$ cat config.mk
export PLATFORM = sky130hd
export DESIGN_NAME = table_driven_fsm_engine_top
export DESIGN_NICKNAME = d
export VERILOG_FILES = /design/src/rtl/tdfsm_pkg.sv /design/src/rtl/table_driven_fsm_engine_top.sv /design/src/rtl/tdfsm_ctrl.sv /design/src/rtl/tdfsm_dp.sv
export SDC_FILE = /design/constraint.sdc
export NUM_CORES = 1
export LEC_CHECK = 0
export BUFFER_PORTS_ARGS = -buffer_cell sky130_fd_sc_hd__buf_2
export CORE_MARGIN = 10
export CORE_UTILIZATION = 40
export CTS_BUF_LIST = sky130_fd_sc_hd__clkbuf_8
export CTS_CLUSTER_SIZE = 25
export DETAILED_ROUTE_END_ITERATION = 8
export PLACE_DENSITY_LB_ADDON = 0.08
export SLEW_MARGIN = 0
export SYNTH_ARGS = -nofsm -noshare
export SYNTH_HDL_FRONTEND = slang
export SYNTH_SLANG_ARGS = --single-unit
$ cat constraint.sdc
create_clock -name aclk -period 7.7 [get_ports aclk]
set_input_delay 1.54 -clock aclk [delete_from_list [all_inputs] [get_ports aclk]]
set_output_delay 1.54 -clock aclk [all_outputs]
set_load 0.005 [all_outputs]
$ cat src/rtl/tdfsm_pkg.sv
// Shared types and constants of the table-driven state machine engine.
`default_nettype none

package tdfsm_pkg;

    localparam int NUM_TRANSITIONS = 16;
    localparam int NUM_STATES      = 8;
    localparam int TIMEOUT_BITS    = 16;

    localparam int ENTRY_BITS   = 16;
    localparam int TABLE_WORDS  = 4;
    localparam int ELAPSED_BITS = 17;

    // entry layout
    localparam int E_VALID     = 0;
    localparam int E_EVENT_LSB = 1;
    localparam int E_SRC_LSB   = 6;
    localparam int E_TGT_LSB   = 10;
    localparam int E_GUARDED   = 13;

    localparam logic [3:0] ANY_SOURCE = 4'd8;
    localparam logic [ELAPSED_BITS-1:0] ELAPSED_MAX = '1;
    localparam logic [15:0] TIMEOUT_MASK = 16'((32'd1 << TIMEOUT_BITS) - 32'd1);

    typedef enum logic [1:0] {
        ACT_EVENT = 2'd0,
        ACT_TICK  = 2'd1,
        ACT_START = 2'd2
    } action_t;

    typedef enum logic [2:0] {
        CFG_TABLE_0  = 3'd0,
        CFG_TABLE_1  = 3'd1,
        CFG_TABLE_2  = 3'd2,
        CFG_TABLE_3  = 3'd3,
        CFG_TMO_LOW  = 3'd4,
        CFG_TMO_HIGH = 3'd5,
        CFG_INIT     = 3'd6
    } cfg_index_t;

    typedef enum logic {
        CS_IDLE = 1'b0,
        CS_EXEC = 1'b1
    } ctrl_state_t;

    // commands from controller to datapath
    typedef struct packed {
        logic load_in;
        logic exec;
    } dp_cmd_t;

endpackage

`default_nettype wire

$ cat src/rtl/table_driven_fsm_engine_top.sv
// Top level of the table-driven state machine engine with per-state timeouts.
`default_nettype none

// Programmable state machine: sixteen transition entries and eight per-state
// timeouts are loaded through the cfg_* write port, then items arrive on the
// s_* channel (start, event or tick) and each one yields exactly one result
// transfer on the m_* channel reporting the state and what happened. Each item
// is first captured into the input registers; then the priority match over the
// transition table and the state/elapsed-count update load the output register.
// The controller handles one item at a time and takes no new item before the
// last one is executed; the next item is taken while the previous result is
// still being transferred. Configuration writes are registered and should only
// be issued while the engine is idle. Inputs other than start are ignored until
// the first start.

module table_driven_fsm_engine_top (
    input  wire logic        aclk,
    input  wire logic        aresetn,
    // configuration
    input  wire logic        cfg_wr_en,
    input  wire logic [2:0]  cfg_index,
    input  wire logic [63:0] cfg_data,
    // item channel
    input  wire logic        s_valid,
    output logic             s_ready,
    input  wire logic [1:0]  s_action,
    input  wire logic [3:0]  s_event_code,
    input  wire logic [15:0] s_guard_ok,
    // result channel
    output logic             m_valid,
    input  wire logic        m_ready,
    output logic [2:0]       m_state_now,
    output logic             m_running,
    output logic             m_moved,
    output logic [3:0]       m_taken_entry,
    output logic [2:0]       m_left_state,
    output logic             m_guard_blocked,
    output logic             m_timeout_fired,
    output logic             m_no_match
);
    import tdfsm_pkg::*;

    dp_cmd_t cmd;

    // sequencing and handshakes
    tdfsm_ctrl u_ctrl (
        .aclk    (aclk),
        .aresetn (aresetn),
        .s_valid (s_valid),
        .s_ready (s_ready),
        .m_valid (m_valid),
        .m_ready (m_ready),
        .cmd     (cmd)
    );

    // config store, table match, state and result registers
    tdfsm_dp u_dp (
        .aclk            (aclk),
        .aresetn         (aresetn),
        .cmd             (cmd),
        .cfg_wr_en       (cfg_wr_en),
        .cfg_index       (cfg_index),
        .cfg_data        (cfg_data),
        .s_action        (s_action),
        .s_event_code    (s_event_code),
        .s_guard_ok      (s_guard_ok),
        .m_state_now     (m_state_now),
        .m_running       (m_running),
        .m_moved         (m_moved),
        .m_taken_entry   (m_taken_entry),
        .m_left_state    (m_left_state),
        .m_guard_blocked (m_guard_blocked),
        .m_timeout_fired (m_timeout_fired),
        .m_no_match      (m_no_match)
    );

`ifndef SYNTH
    // never take an item while a result would be overwritten
    assert property (@(posedge aclk) disable iff (!aresetn)
        s_ready |-> (!m_valid || m_ready))
        else $error("item taken while result register busy");

    // one item in flight: no acceptance in the execute cycle
    assert property (@(posedge aclk) disable iff (!aresetn)
        (s_valid && s_ready) |=> !s_ready)
        else $error("second item accepted during execution");

    // every accepted item produces a result after its execute state
    assert property (@(posedge aclk) disable iff (!aresetn)
        (s_valid && s_ready) |=> ##1 m_valid)
        else $error("result missing after accepted item");

    // a stopped machine never moves, times out or reports a missing match
    assert property (@(posedge aclk) disable iff (!aresetn)
        (m_valid && !m_running) |-> (!m_moved && !m_timeout_fired && !m_no_match))
        else $error("activity reported while not running");

    // a transition excludes both a guard block and a missing match
    assert property (@(posedge aclk) disable iff (!aresetn)
        m_valid |-> !(m_moved && (m_guard_blocked || m_no_match)))
        else $error("conflicting result flags");
`endif

endmodule

`default_nettype wire

$ cat src/rtl/tdfsm_ctrl.sv
// Controller of the state machine engine: handshakes and sequencing.
`default_nettype none

module tdfsm_ctrl (
    input  wire logic              aclk,
    input  wire logic              aresetn,
    input  wire logic              s_valid,
    output logic                   s_ready,
    output logic                   m_valid,
    input  wire logic              m_ready,
    output tdfsm_pkg::dp_cmd_t     cmd
);
    import tdfsm_pkg::*;

    ctrl_state_t state_reg, state_next;
    logic        m_valid_reg, m_valid_next;
    logic        accept;

    // output register must be empty, or emptied this cycle, before taking an item
    assign accept = (state_reg == CS_IDLE) && (!m_valid_reg || m_ready) && s_valid;

    always_comb begin
        state_next = state_reg;
        unique case (state_reg)
            CS_IDLE: begin
                if (accept) begin
                    state_next = CS_EXEC;
                end
            end
            CS_EXEC: state_next = CS_IDLE;
            default: state_next = CS_IDLE;
        endcase
    end

    always_comb begin
        s_ready     = 1'b0;
        cmd.load_in = 1'b0;
        cmd.exec    = 1'b0;
        unique case (state_reg)
            CS_IDLE: begin
                s_ready     = !m_valid_reg || m_ready;
                cmd.load_in = accept;
            end
            CS_EXEC: cmd.exec = 1'b1;
            default: ;
        endcase
    end

    always_comb begin
        m_valid_next = m_valid_reg;
        if (cmd.exec) begin
            m_valid_next = 1'b1;
        end else if (m_ready) begin
            m_valid_next = 1'b0;
        end
    end

    always_ff @(posedge aclk) begin
        if (!aresetn) begin
            state_reg   <= CS_IDLE;
            m_valid_reg <= 1'b0;
        end else begin
            state_reg   <= state_next;
            m_valid_reg <= m_valid_next;
        end
    end

    assign m_valid = m_valid_reg;

endmodule

`default_nettype wire

$ cat src/rtl/tdfsm_dp.sv
// Datapath of the state machine engine: config store, match and state update.
`default_nettype none

module tdfsm_dp (
    input  wire logic                aclk,
    input  wire logic                aresetn,
    input  wire tdfsm_pkg::dp_cmd_t  cmd,
    input  wire logic                cfg_wr_en,
    input  wire logic [2:0]          cfg_index,
    input  wire logic [63:0]         cfg_data,
    input  wire logic [1:0]          s_action,
    input  wire logic [3:0]          s_event_code,
    input  wire logic [15:0]         s_guard_ok,
    output logic [2:0]               m_state_now,
    output logic                     m_running,
    output logic                     m_moved,
    output logic [3:0]               m_taken_entry,
    output logic [2:0]               m_left_state,
    output logic                     m_guard_blocked,
    output logic                     m_timeout_fired,
    output logic                     m_no_match
);
    import tdfsm_pkg::*;

    // configuration
    logic [63:0] table_reg [TABLE_WORDS];
    logic [63:0] tmo_low_reg, tmo_high_reg;
    logic [2:0]  init_state_reg;

    // machine state
    logic                    started_reg, started_next;
    logic [2:0]              state_reg, state_next;
    logic [ELAPSED_BITS-1:0] elapsed_reg, elapsed_next;

    // captured item
    action_t     action_reg;
    logic [3:0]  event_reg;
    logic [15:0] guard_reg;

    // result register
    logic        moved_reg, moved_next;
    logic [3:0]  taken_reg, taken_next;
    logic [2:0]  left_reg, left_next;
    logic        blocked_reg, blocked_next;
    logic        fired_reg, fired_next;
    logic        nomatch_reg, nomatch_next;

    logic [ENTRY_BITS*NUM_TRANSITIONS-1:0] entries;
    logic [NUM_TRANSITIONS-1:0]        hit;
    logic [4:0]                        ev_code;
    logic                              found;
    logic [3:0]                        hit_idx;
    logic [ENTRY_BITS-1:0]             hit_entry;
    logic [2:0]                        hit_tgt;
    logic                              hit_blocked;
    logic [63:0]                       tmo_word;
    logic [15:0]                       limit;
    logic [ELAPSED_BITS-1:0]           elapsed_inc;
    logic                              tmo_hit;

    assign entries = {table_reg[3], table_reg[2], table_reg[1], table_reg[0]};

    // tick raises event 16 + state
    assign ev_code = (action_reg == ACT_TICK) ? {2'b10, state_reg} : {1'b0, event_reg};

    always_comb begin
        logic [ENTRY_BITS-1:0] e;
        logic [3:0]            src;
        hit = '0;
        for (int i = 0; i < NUM_TRANSITIONS; i++) begin
            e   = entries[i*ENTRY_BITS +: ENTRY_BITS];
            src = e[E_SRC_LSB +: 4];
            hit[i] = e[E_VALID] && (e[E_EVENT_LSB +: 5] == ev_code) &&
                     ((src == ANY_SOURCE) ||
                      ((src < 4'(NUM_STATES)) && (src == {1'b0, state_reg})));
        end
    end

    // first hit wins
    always_comb begin
        found   = 1'b0;
        hit_idx = '0;
        for (int i = NUM_TRANSITIONS - 1; i >= 0; i--) begin
            if (hit[i]) begin
                found   = 1'b1;
                hit_idx = 4'(i);
            end
        end
    end

    assign hit_entry   = entries[{hit_idx, 4'b0} +: ENTRY_BITS];
    assign hit_blocked = hit_entry[E_GUARDED] && !guard_reg[hit_idx];
    assign hit_tgt     = ({1'b0, hit_entry[E_TGT_LSB +: 3]} >= 4'(NUM_STATES)) ?
                         3'(NUM_STATES - 1) : hit_entry[E_TGT_LSB +: 3];

    assign tmo_word    = state_reg[2] ? tmo_high_reg : tmo_low_reg;
    assign limit       = tmo_word[{state_reg[1:0], 4'b0} +: 16] & TIMEOUT_MASK;
    assign elapsed_inc = (elapsed_reg == ELAPSED_MAX) ? elapsed_reg
                                                       : elapsed_reg + 1'b1;
    assign tmo_hit     = (limit != '0) && (elapsed_inc > {1'b0, limit});

    always_comb begin
        logic raise;
        raise        = 1'b0;
        started_next = started_reg;
        state_next   = state_reg;
        elapsed_next = elapsed_reg;
        moved_next   = 1'b0;
        taken_next   = '0;
        left_next    = '0;
        blocked_next = 1'b0;
        fired_next   = 1'b0;
        nomatch_next = 1'b0;
        unique case (action_reg)
            ACT_START: begin
                started_next = 1'b1;
                elapsed_next = '0;
                state_next   = ({1'b0, init_state_reg} < 4'(NUM_STATES)) ?
                               init_state_reg : '0;
            end
            ACT_EVENT: raise = started_reg;
            ACT_TICK: begin
                if (started_reg) begin
                    elapsed_next = elapsed_inc;
                    if (tmo_hit) begin
                        elapsed_next = '0;
                        fired_next   = 1'b1;
                        raise        = 1'b1;
                    end
                end
            end
            default: ;
        endcase
        if (raise) begin
            if (found) begin
                taken_next = hit_idx;
                if (hit_blocked) begin
                    blocked_next = 1'b1;
                end else begin
                    moved_next   = 1'b1;
                    left_next    = state_reg;
                    state_next   = hit_tgt;
                    elapsed_next = '0;
                end
            end else begin
                nomatch_next = 1'b1;
            end
        end
    end

    always_ff @(posedge aclk) begin
        if (!aresetn) begin
            for (int w = 0; w < TABLE_WORDS; w++) begin
                table_reg[w] <= '0;
            end
            tmo_low_reg    <= '0;
            tmo_high_reg   <= '0;
            init_state_reg <= '0;
        end else if (cfg_wr_en) begin
            unique case (cfg_index_t'(cfg_index))
                CFG_TABLE_0, CFG_TABLE_1, CFG_TABLE_2, CFG_TABLE_3:
                    table_reg[cfg_index[1:0]] <= cfg_data;
                CFG_TMO_LOW:  tmo_low_reg    <= cfg_data;
                CFG_TMO_HIGH: tmo_high_reg   <= cfg_data;
                CFG_INIT:     init_state_reg <= cfg_data[2:0];
                default: ;
            endcase
        end
    end

    always_ff @(posedge aclk) begin
        if (!aresetn) begin
            started_reg <= 1'b0;
            state_reg   <= '0;
            elapsed_reg <= '0;
        end else if (cmd.exec) begin
            started_reg <= started_next;
            state_reg   <= state_next;
            elapsed_reg <= elapsed_next;
        end
    end

    always_ff @(posedge aclk) begin
        if (cmd.load_in) begin
            action_reg <= action_t'(s_action);
            event_reg  <= s_event_code;
            guard_reg  <= s_guard_ok;
        end
        if (cmd.exec) begin
            moved_reg   <= moved_next;
            taken_reg   <= taken_next;
            left_reg    <= left_next;
            blocked_reg <= blocked_next;
            fired_reg   <= fired_next;
            nomatch_reg <= nomatch_next;
        end
    end

    assign m_state_now     = state_reg;
    assign m_running       = started_reg;
    assign m_moved         = moved_reg;
    assign m_taken_entry   = taken_reg;
    assign m_left_state    = left_reg;
    assign m_guard_blocked = blocked_reg;
    assign m_timeout_fired = fired_reg;
    assign m_no_match      = nomatch_reg;

endmodule

`default_nettype wire

== Word-level counts from Yosys, hierarchy flattened ==
Memory sizes are Yosys's and may differ from the RTL's.
Index checks and enable logic that the tools add are counted.

* Muxes and demuxes: 68
* Reduce and logical (&&, ||, !) cells: 83
* Shift-type cells: 2
* Eq/ne operators: 57
* Magnitude comparators: 18
* Add/subtract/negate cells: 1
* Bitwise operators: 3

{| class="wikitable"
|+ Operators with widths
! operator !! number
|-
| 256-bit by 9-bit indexed part select with 14-bit output || 1
|-
| 64-bit 2-to-1 mux || 2
|-
| 17-bit 2-to-1 mux || 6
|-
| 5-bit equality test || 16
|-
| 4-bit by 3-bit equality test with 1-bit output || 16
|-
| 4-bit equality test (second input constant) || 16
|-
| 4-bit less-than comparator (second input constant) || 16
|-
| 4-bit 2-to-1 mux || 16
|-
| 64-bit OR reduction || 1
|-
| 64-bit by 7-bit indexed part select with 16-bit output || 1
|-
| 1-bit logical AND || 52
|-
| 1-bit 2-to-1 mux || 34
|-
| 17-bit case mux with 2 select lines || 1
|-
| 17-bit by 1-bit adder with 17-bit output (second input constant) || 1
|-
| 17-bit equality test (second input constant) || 1
|-
| 17-bit by 16-bit > comparator with 1-bit output || 1
|-
| 1-bit logical OR || 17
|-
| 16-bit nonzero test || 1
|-
| 3-bit 2-to-1 mux || 4
|-
| 2-bit AND reduction || 5
|-
| 3-bit equality test (second input constant) || 3
|-
| 3-bit by 2-bit equality test with 1-bit output (second input constant) || 2
|-
| 4-bit by 5-bit less-than comparator with 1-bit output (second input constant) || 1
|-
| 5-bit 2-to-1 mux || 1
|-
| other kinds (13) || 17
|}

* Logic and storage cells: 250
* RAM bits: 256
* Input port bits: 94
* Memories kept: 1
* Output and inout bits: 17
* Register bits: 187

{| class="wikitable"
|+ Memories
! memory !! depth !! width !! read ports !! clocked after Yosys merged registers in !! write ports !! RTL line !! RTL
|-
| u_dp.table_reg || 4 || 64 || 4 || 0 || 4 || tdfsm_dp.sv:26 || <nowiki>logic [63:0] table_reg [TABLE_WORDS];</nowiki>
|}

== Depth between registers and ports, before layout ==
Gate-level depths: netlist of run 1.

* Depth after elaboration: 28
* Gate-level depth with buffers: 24
* Depth with buffers taken out: 23

== Cells and area by module ==
From an unflattened synthesis of run 1, not the netlist that was laid out.

* Cell total of the unflattened synthesis: 1914
* Area, all modules: 19484.9 um^2

{| class="wikitable"
|+ Modules (own cells, without submodules)
! module !! instances !! area an instance (um^2) !! seq. area each (um^2) !! cells each
|-
| tdfsm_dp || 1 || 19381.1 || 10760.3 || 1905
|-
| tdfsm_ctrl || 1 || 103.8 || 40.0 || 9
|}

== Worst setup path before layout of run 1 ==
Ideal clock, no wire load.

* Path kind: input port to flip-flop
* Start: input cfg_index[1]
* End: memory u_dp.table_reg[0][0] (enable)
* Slack: 1047 ps
* Path buffers: 2
* Data required time: 7153 ps
* Stages on the path: 4
* Library setup time: 547 ps
* Arrival time: 6106 ps
* Cell sequence: or2_2 clkbuf_1 clkbuf_1 o21ai_0

{| class="wikitable"
|+ RTL lines
! element !! RTL line !! RTL
|-
| from (decl) || table_driven_fsm_engine_top.sv:21 || <nowiki>input wire logic [2:0] cfg_index,</nowiki>
|-
| to (decl) || tdfsm_dp.sv:26 ||
|}

== Final worst setup path of run 1 ==
* Start: register u_dp.elapsed_reg[4]
* End: register u_dp.elapsed_reg[10]

* Cells in the longest elaborated chain, start to end: 10
* Elaborated cells on any way between the ends: 14
* Those cells by class: 1 x add/sub; 1 x order compare; 1 x eq/ne; 10 x mux; 1 x reduce/logical

{| class="wikitable"
|+ Ends and longest elaborated chain
! element !! RTL line !! RTL
|-
| from (decl) || tdfsm_dp.sv:33 || <nowiki>logic [ELAPSED_BITS-1:0] elapsed_reg, elapsed_next;</nowiki>
|-
| from (signal assigned) || tdfsm_dp.sv:179 || <nowiki>elapsed_reg <= elapsed_next;</nowiki>
|-
| 17-bit by 1-bit adder with 17-bit output / 17-bit equality test (equally long branches) || tdfsm_dp.sv:99, tdfsm_dp.sv:98 ||
|-
| 17-bit 2-to-1 mux (*) || tdfsm_dp.sv:98 || <nowiki>assign elapsed_inc = (elapsed_reg == ELAPSED_MAX) ? elapsed_reg</nowiki>
|-
| 17-bit by 16-bit > comparator with 1-bit output || tdfsm_dp.sv:100 || <nowiki>assign tmo_hit = (limit != '0) && (elapsed_inc > {1'b0, limit});</nowiki>
|-
| 1-bit logical AND || tdfsm_dp.sv:100 ||
|-
| 17-bit 2-to-1 mux || tdfsm_dp.sv:125 || <nowiki>if (tmo_hit) begin</nowiki>
|-
| 17-bit 2-to-1 mux || tdfsm_dp.sv:123 || <nowiki>if (started_reg) begin</nowiki>
|-
| 17-bit case mux with 2 select lines || tdfsm_dp.sv:114 || <nowiki>unique case (action_reg)</nowiki>
|-
| 17-bit 2-to-1 mux || tdfsm_dp.sv:137 || <nowiki>if (hit_blocked) begin</nowiki>
|-
| 17-bit 2-to-1 mux || tdfsm_dp.sv:135 || <nowiki>if (found) begin</nowiki>
|-
| 17-bit 2-to-1 mux (*) || tdfsm_dp.sv:134 || <nowiki>if (raise) begin</nowiki>
|}

Mark *: on every way between the ends. The rest lies on a longest branch, timed or not.
A chain may end at the register's enable or synchronous reset.

==> results of run 1 <==
[Yosys cell counts, types with 22 or more instances]
master and instances:
a21oi_1 146, nand2b_1 27, edfxtp_1 257, inv_1 98
nor2_1 211, dfxtp_1 154, nand4_1 22, mux4_2 32
o21ai_0 55, mux2i_1 23, xor2_1 30, clkbuf_1 71
xnor2_1 48, nand2_1 368
[routing by layer]
metal | wire, µm | vias up
met1 | 27400 | 7108
met3 | 3880 | 89
met4 | 1550 | 0
met2 | 28500 | 487
li1 | - | 6763
met5 | 0 | -
[worst paths after layout]
path | start | endpoint | slack [ns] | cells after the start
worst max-delay path | u_dp.elapsed_reg[4]$_SDFFE_PN0P_ | u_dp.elapsed_reg[10]$_SDFFE_PN0P_ | 1.38 | 20
worst min-delay path | u_dp.tmo_high_reg[12]$_SDFFE_PN0P_ | u_dp.tmo_high_reg[12]$_SDFFE_PN0P_ | 0.45 | 2
worst max register to register | u_dp.elapsed_reg[4]$_SDFFE_PN0P_ | u_dp.elapsed_reg[10]$_SDFFE_PN0P_ | 1.38 | 20
worst min register to register | u_dp.tmo_high_reg[12]$_SDFFE_PN0P_ | u_dp.tmo_high_reg[12]$_SDFFE_PN0P_ | 0.45 | 2
[layout by cell type (no fill, tap or decap), types with 6 or more instances in the layout]
cell      count
a211oi_1      9
mux2i_1      23
inv_1       126
nor4b_1       6
nand2_1     368
buf_2       110
clkbuf_8     79
and2_1       13
a32o_1       11
edfxtp_1    257
nand2b_1     25
xnor2_1      48
o21ai_0      51
dfxtp_1     152
nor4_1       15
and3_1       10
nor2_1      208
a21oi_1     146
xor2_1       30
nor3b_1       6
nor2b_1      12
ha_1         19
or2_2         7
nand3_1       8
o22ai_1       8
mux4_2       32
mux2_2       20
nor3_1       14
buf_4        26
a31oi_1      11
clkinv_1     12
a311oi_1      6
nand4_1      22
and4_1        8
[cell families (layout without fill, tap and decap cells)]
group,Yosys count,after routing,synth area share
fa+ha+maj,20,20,0.0130
mux,78,78,0.0648
flops,411,411,0.563
xor+xnor,78,78,0.0356
buf+inv,212,368,0.0450
simple gates,745,745,0.171
compound gates,325,325,0.108
[final cells by class]
class,instances,area [µm²]
Fill cell,4521,25900
Clock inverter,51,275
Multi-Input combinational cell,1246,7600
Timing Repair Buffer,137,766
Tap cell,615,769
Clock buffer,79,1090
Sequential cell,411,10800
Inverter,101,382
[stage by stage]
stage	hold slack (ns)	total power [µW]	instances
after floorplan	0.433	2810	1869
after global placement	0.438	2990	2510
after detailed placement	0.446	2990	2510
after CTS	0.454	4930	2640
after global routing	0.463	5080	2640
final	0.450	4890	2640
[worst max-delay path, cell delays in order, from the launching register on]
cell and delay (ns):
dfxtp_1 0.48, and4_1 0.26, nand4_1 0.18, nor2_1 0.31, nand4_1 0.43, and4_1 0.40
and2_1 0.22, and4_1 0.23, xor2_1 0.16, ha_1 0.30, and4_1 0.21, nand2_1 0.09
nor4_1 0.37, nor3_1 0.07, o21ai_0 0.09, a31oi_1 0.24, a21o_1 0.28, o211ai_1 0.41
inv_1 0.32, a31oi_1 0.96, a32o_1 0.21
[power by group through the flow]
stage | registers (µW) | clock network [µW] | logic [µW]
2_1_floorplan | 2540 | 0 | 270
3_3_place_gp | 2560 | 0 | 431
3_5_place_dp | 2560 | 0 | 434
4_1_cts | 2510 | 1980 | 436
5_1_grt | 2520 | 2090 | 471
6_report | 2510 | 1940 | 434
==> flow_metrics.env, run 1 <==
export IMPL_status="complete, no violations"
export IMPL_wire_per_inst_um=23.2
export IMPL_async_flop_share=0
export IMPL_pwr_share_comb=0.089
export IMPL_min_period_ns=6.32
export IMPL_htree_levels=3
export IMPL_finalSetupViolCount=0
export IMPL_die_x_um=239
export IMPL_synth_top_area_frac=0.402
export IMPL_die_h_um=239
export IMPL_drt_initial_drc_count=1344
export IMPL_gp_congestion=0.896
export IMPL_hold_viol_final=0
export IMPL_worstSetupPathType="reg2reg"
export IMPL_drive_gt1_frac=0.160
export IMPL_cts_tree="yes"
export IMPL_cts_resized_gates=0
export IMPL_final_antenna_net_count=0
export IMPL_grt_pass1_vias=14100
export IMPL_cts_buffers_inserted=73
export IMPL_synth_distinct_cells=86
export IMPL_num_vias=14400
export IMPL_fin_skew_ns=0.0311
export IMPL_coreArea_um2=47500
export IMPL_p_per_area_nw_per_um2=225
export IMPL_p_int_uw=3610
export IMPL_io_pins=111
export IMPL_yosysWarningCount=0
export IMPL_grt_pass1_wl_um=91200
export IMPL_postSynthCellCount=1869
export IMPL_largest_reg_flops=224
export IMPL_seqPwrFrac=0.514
export IMPL_hold_path_class="reg2reg"
export IMPL_num_rows=80
export IMPL_grt_use_met1=0.290
export IMPL_rsz0062_at_grt="no"
export IMPL_numPortBuffers=110
export IMPL_max_slew_margin_rel=0.267
export IMPL_area_delta_synth_final_pct=13.0
export IMPL_crit_path_end_kind="register"
export IMPL_crit_path_max_fanout=12
export IMPL_path_clk_slew_ns=0.05
export IMPL_avgSynthCellArea_um2=10.3
export IMPL_insertion_delay_ns=0.66
export IMPL_diodes=0
export IMPL_place_ws_ns=1.56
export IMPL_routed_wl_um=61300
export IMPL_final_setup_tns_ns=0
export IMPL_fin_util=0.456
export IMPL_grt_max_degree=92
export IMPL_slew_violations=0
export IMPL_grt_usage=0.214
export IMPL_routed_via_density=5.47
export IMPL_gr_total_overflow=0
export IMPL_period_share=0.821
export IMPL_start_kind="register"
export IMPL_start_util=0.404
export IMPL_p_clk_frac=0.397
export IMPL_ys_top_cells_by_area="edfxtp_1, dfxtp_1, nand2_1"
export IMPL_firstDrtPassIters=6
export IMPL_use_met3=0.0405
export IMPL_drc=0
export IMPL_max_vdd_ir_drop_v=0.000113
export IMPL_grt_util_met2=0.337
export IMPL_dieArea_um2=57100
export IMPL_p_sw_uw=1280
export IMPL_netlist_area_um2=19200
export IMPL_root_buffer="clkbuf_8"
export IMPL_top_usage_layer="met2"
export IMPL_cts_sinks=411
export IMPL_antenna_found_initial=2
export IMPL_design_area_um2=21700
export IMPL_cap_violations=0
export IMPL_worst_slack_ns=1.38
export IMPL_ctsHoldBuffers=0
export IMPL_fmax_ghz=0.158
export IMPL_ys_ff_latch=411
export IMPL_cts_buffer_depth=3
export IMPL_placed_cell_area_um2=20300
export IMPL_dpl_hpwl_um=41700
export IMPL_synth_edf_count=257
export IMPL_syn_nets=1983
export IMPL_synth_area_leader_cell="edfxtp_1"
export IMPL_required_ns=8.27
export IMPL_switching_share=0.261
export IMPL_power_leakage_uw=0.00809
export IMPL_cp_arrival_ns=6.89
export IMPL_ys_seq_area_frac=0.563
export IMPL_dominantRegCellSynth="edfxtp_1"
export IMPL_tightest_slew_ns=1.09
export IMPL_postCtsSetupRepairBufs=0
export IMPL_nets=2084
Power figures use the tool's default switching activity.
==> run 2, diff against run 1 <==
==> constraint.sdc (replaced) <==
create_clock -name aclk -period 5.9 [get_ports aclk]
set_input_delay 1.18 -clock aclk [delete_from_list [all_inputs] [get_ports aclk]]
set_output_delay 1.18 -clock aclk [all_outputs]
set_load 0.005 [all_outputs]
==> flow_metrics.env, run 2 (synthesized netlist as in run 1, its figures left out) <==
export IMPL_status="complete, no violations"
export IMPL_dieArea_um2=57100
export IMPL_hold_path_depth=2
export IMPL_die_x_um=239
export IMPL_max_slew_margin_rel=0.298
export IMPL_root_buffer="clkbuf_8"
export IMPL_p_sw_uw=1700
export IMPL_largest_reg_flops=224
export IMPL_place_ws_ns=0.255
export IMPL_drc=0
export IMPL_diodes=0
export IMPL_hold_ws_ns=0.452
export IMPL_numPortBuffers=110
export IMPL_grt_pass1_wl_um=92100
export IMPL_path_clk_slew_ns=0.06
export IMPL_grt_max_degree=94
export IMPL_cap_violations=0
export IMPL_switching_share=0.261
export IMPL_grt_pass1_vias=14300
export IMPL_routed_via_density=5.45
export IMPL_r2r_cells=15
export IMPL_die_h_um=239
export IMPL_dp_cells=2519
export IMPL_grt_usage=0.215
export IMPL_firstDrtPassIters=5
export IMPL_p_clk_frac=0.409
export IMPL_nets=2096
export IMPL_hold_viol_final=0
export IMPL_dpl_hpwl_um=42700
export IMPL_start_util=0.404
export IMPL_coreArea_um2=47500
export IMPL_fmax_ghz=0.182
export IMPL_finalSetupViolCount=0
export IMPL_grt_util_met2=0.331
export IMPL_drive_gt1_frac=0.168
export IMPL_gp_congestion=0.877
export IMPL_required_ns=6.45
export IMPL_design_area_um2=21900
export IMPL_drt_initial_drc_count=1220
export IMPL_hold_path_class="reg2reg"
export IMPL_insertion_delay_ns=0.66
export IMPL_gr_total_overflow=0
export IMPL_power_leakage_uw=0.00820
export IMPL_placed_cell_area_um2=20400
export IMPL_io_pins=111
export IMPL_final_antenna_net_count=0
export IMPL_postCtsSetupRepairBufs=0
export IMPL_max_vdd_ir_drop_v=0.000159
export IMPL_worst_slack_ns=0.407
export IMPL_cts_tree="yes"
export IMPL_p_per_area_nw_per_um2=298
export IMPL_period_share=0.931
export IMPL_final_setup_tns_ns=0
export IMPL_antenna_found_initial=3
export IMPL_wire_per_inst_um=23.3
export IMPL_start_kind="register"
export IMPL_final_cell_mix="nand2_1, edfxtp_1, nor2_1, dfxtp_1, a21oi_1"
export IMPL_cp_arrival_ns=6.04
export IMPL_area_delta_synth_final_pct=14.0
export IMPL_htree_levels=3
export IMPL_num_vias=14500
export IMPL_cts_buffer_depth=3
export IMPL_pwr_share_comb=0.088
export IMPL_cts_buffers_inserted=76
export IMPL_rsz0062_at_grt="no"
export IMPL_final_common_cell="nand2_1"
export IMPL_routed_wl_um=61900
export IMPL_finalNonFillerCells=2657
export IMPL_tightest_slew_ns=1.05
export IMPL_crit_path_max_fanout=16
export IMPL_grt_use_met1=0.293
export IMPL_top_usage_layer="met2"
export IMPL_num_rows=80
export IMPL_cts_sinks=411
export IMPL_p_int_uw=4820
export IMPL_use_met3=0.0435
export IMPL_fin_skew_ns=0.0270
export IMPL_min_period_ns=5.49
export IMPL_seqPwrFrac=0.503
export IMPL_crit_path_end_kind="register"
export IMPL_slew_violations=0
export IMPL_worstSetupPathType="reg2reg"
## run 2: changes by cell type in the layout (fill, tap and decap cells not counted), moves of 2 or more
cell and change:
buf_4 +8, clkbuf_8 +7, clkinv_2 +4, inv_6 +2, inv_8 -2
## run 2: worst paths after layout
check,slack [ns],to,from
worst min-delay path,0.45,u_dp.tmo_high_reg[1]$_SDFFE_PN0P_,u_dp.tmo_high_reg[1]$_SDFFE_PN0P_
worst min register to register,0.45,u_dp.tmo_high_reg[1]$_SDFFE_PN0P_,u_dp.tmo_high_reg[1]$_SDFFE_PN0P_
worst max register to register,0.41,u_dp.elapsed_reg[1]$_SDFFE_PN0P_,u_dp.action_reg[1]$_DFFE_PP_
worst max-delay path,0.41,u_dp.elapsed_reg[1]$_SDFFE_PN0P_,u_dp.action_reg[1]$_DFFE_PP_
## run 2: repair_timing
item                       in CTS  in global routing
hold endpoints to repair        0                  0
setup endpoints to repair       0                 12
hold buffers                    0                  0
gates resized for setup         0                  1
## run 2: per-layer routing
layer / vias up / share of wire
met5: - / 0.00021
met4: 2 / 0.034
met3: 114 / 0.058
met2: 449 / 0.45
met1: 7127 / 0.46
li1: 6798 / -
## run 2: power by group through the flow
stage | Sequential, µW | Clock (µW) | Combinational [µW]
floorplan | 3310 | 0 | 353
global placement | 3330 | 0 | 573
detailed placement | 3330 | 0 | 576
CTS | 3280 | 2730 | 579
global route | 3290 | 2870 | 624
finish | 3280 | 2670 | 577
## run 2: worst max-delay path, cell delays in order (launching register included)
cell and delay [ns]:
edfxtp_1 0.39, inv_1 0.10, ha_2 0.42, mux2i_4 0.73
xnor2_1 0.13, a211o_1 0.26, nor4_2 0.60, nor4_1 0.21
a221oi_2 0.51, o21ai_1 0.35, a311oi_1 0.42, nor4b_2 0.14
a211oi_4 0.36, buf_4 0.22, nand2_2 0.22, a32o_1 0.33
## run 2: through the flow
| stage | total power (µW) | utilization |
|---|---|---|
| after floorplan | 3670 | - |
| after global placement | 3910 | 0.429 |
| after detailed placement | 3910 | 0.429 |
| after CTS | 6580 | 0.460 |
| after global routing | 6790 | 0.460 |
| final | 6520 | 0.460 |
## run 2: final cells by class
| class | count | area [µm²] |
|---|---|---|
| clock buffer | 86 | 1180 |
| clock inverter | 52 | 275 |
| fill | 4480 | 25700 |
| inverter | 101 | 382 |
| multi-input combinational | 1246 | 7610 |
| sequential | 411 | 10800 |
| tap | 615 | 769 |
| timing repair buffer | 146 | 846 |
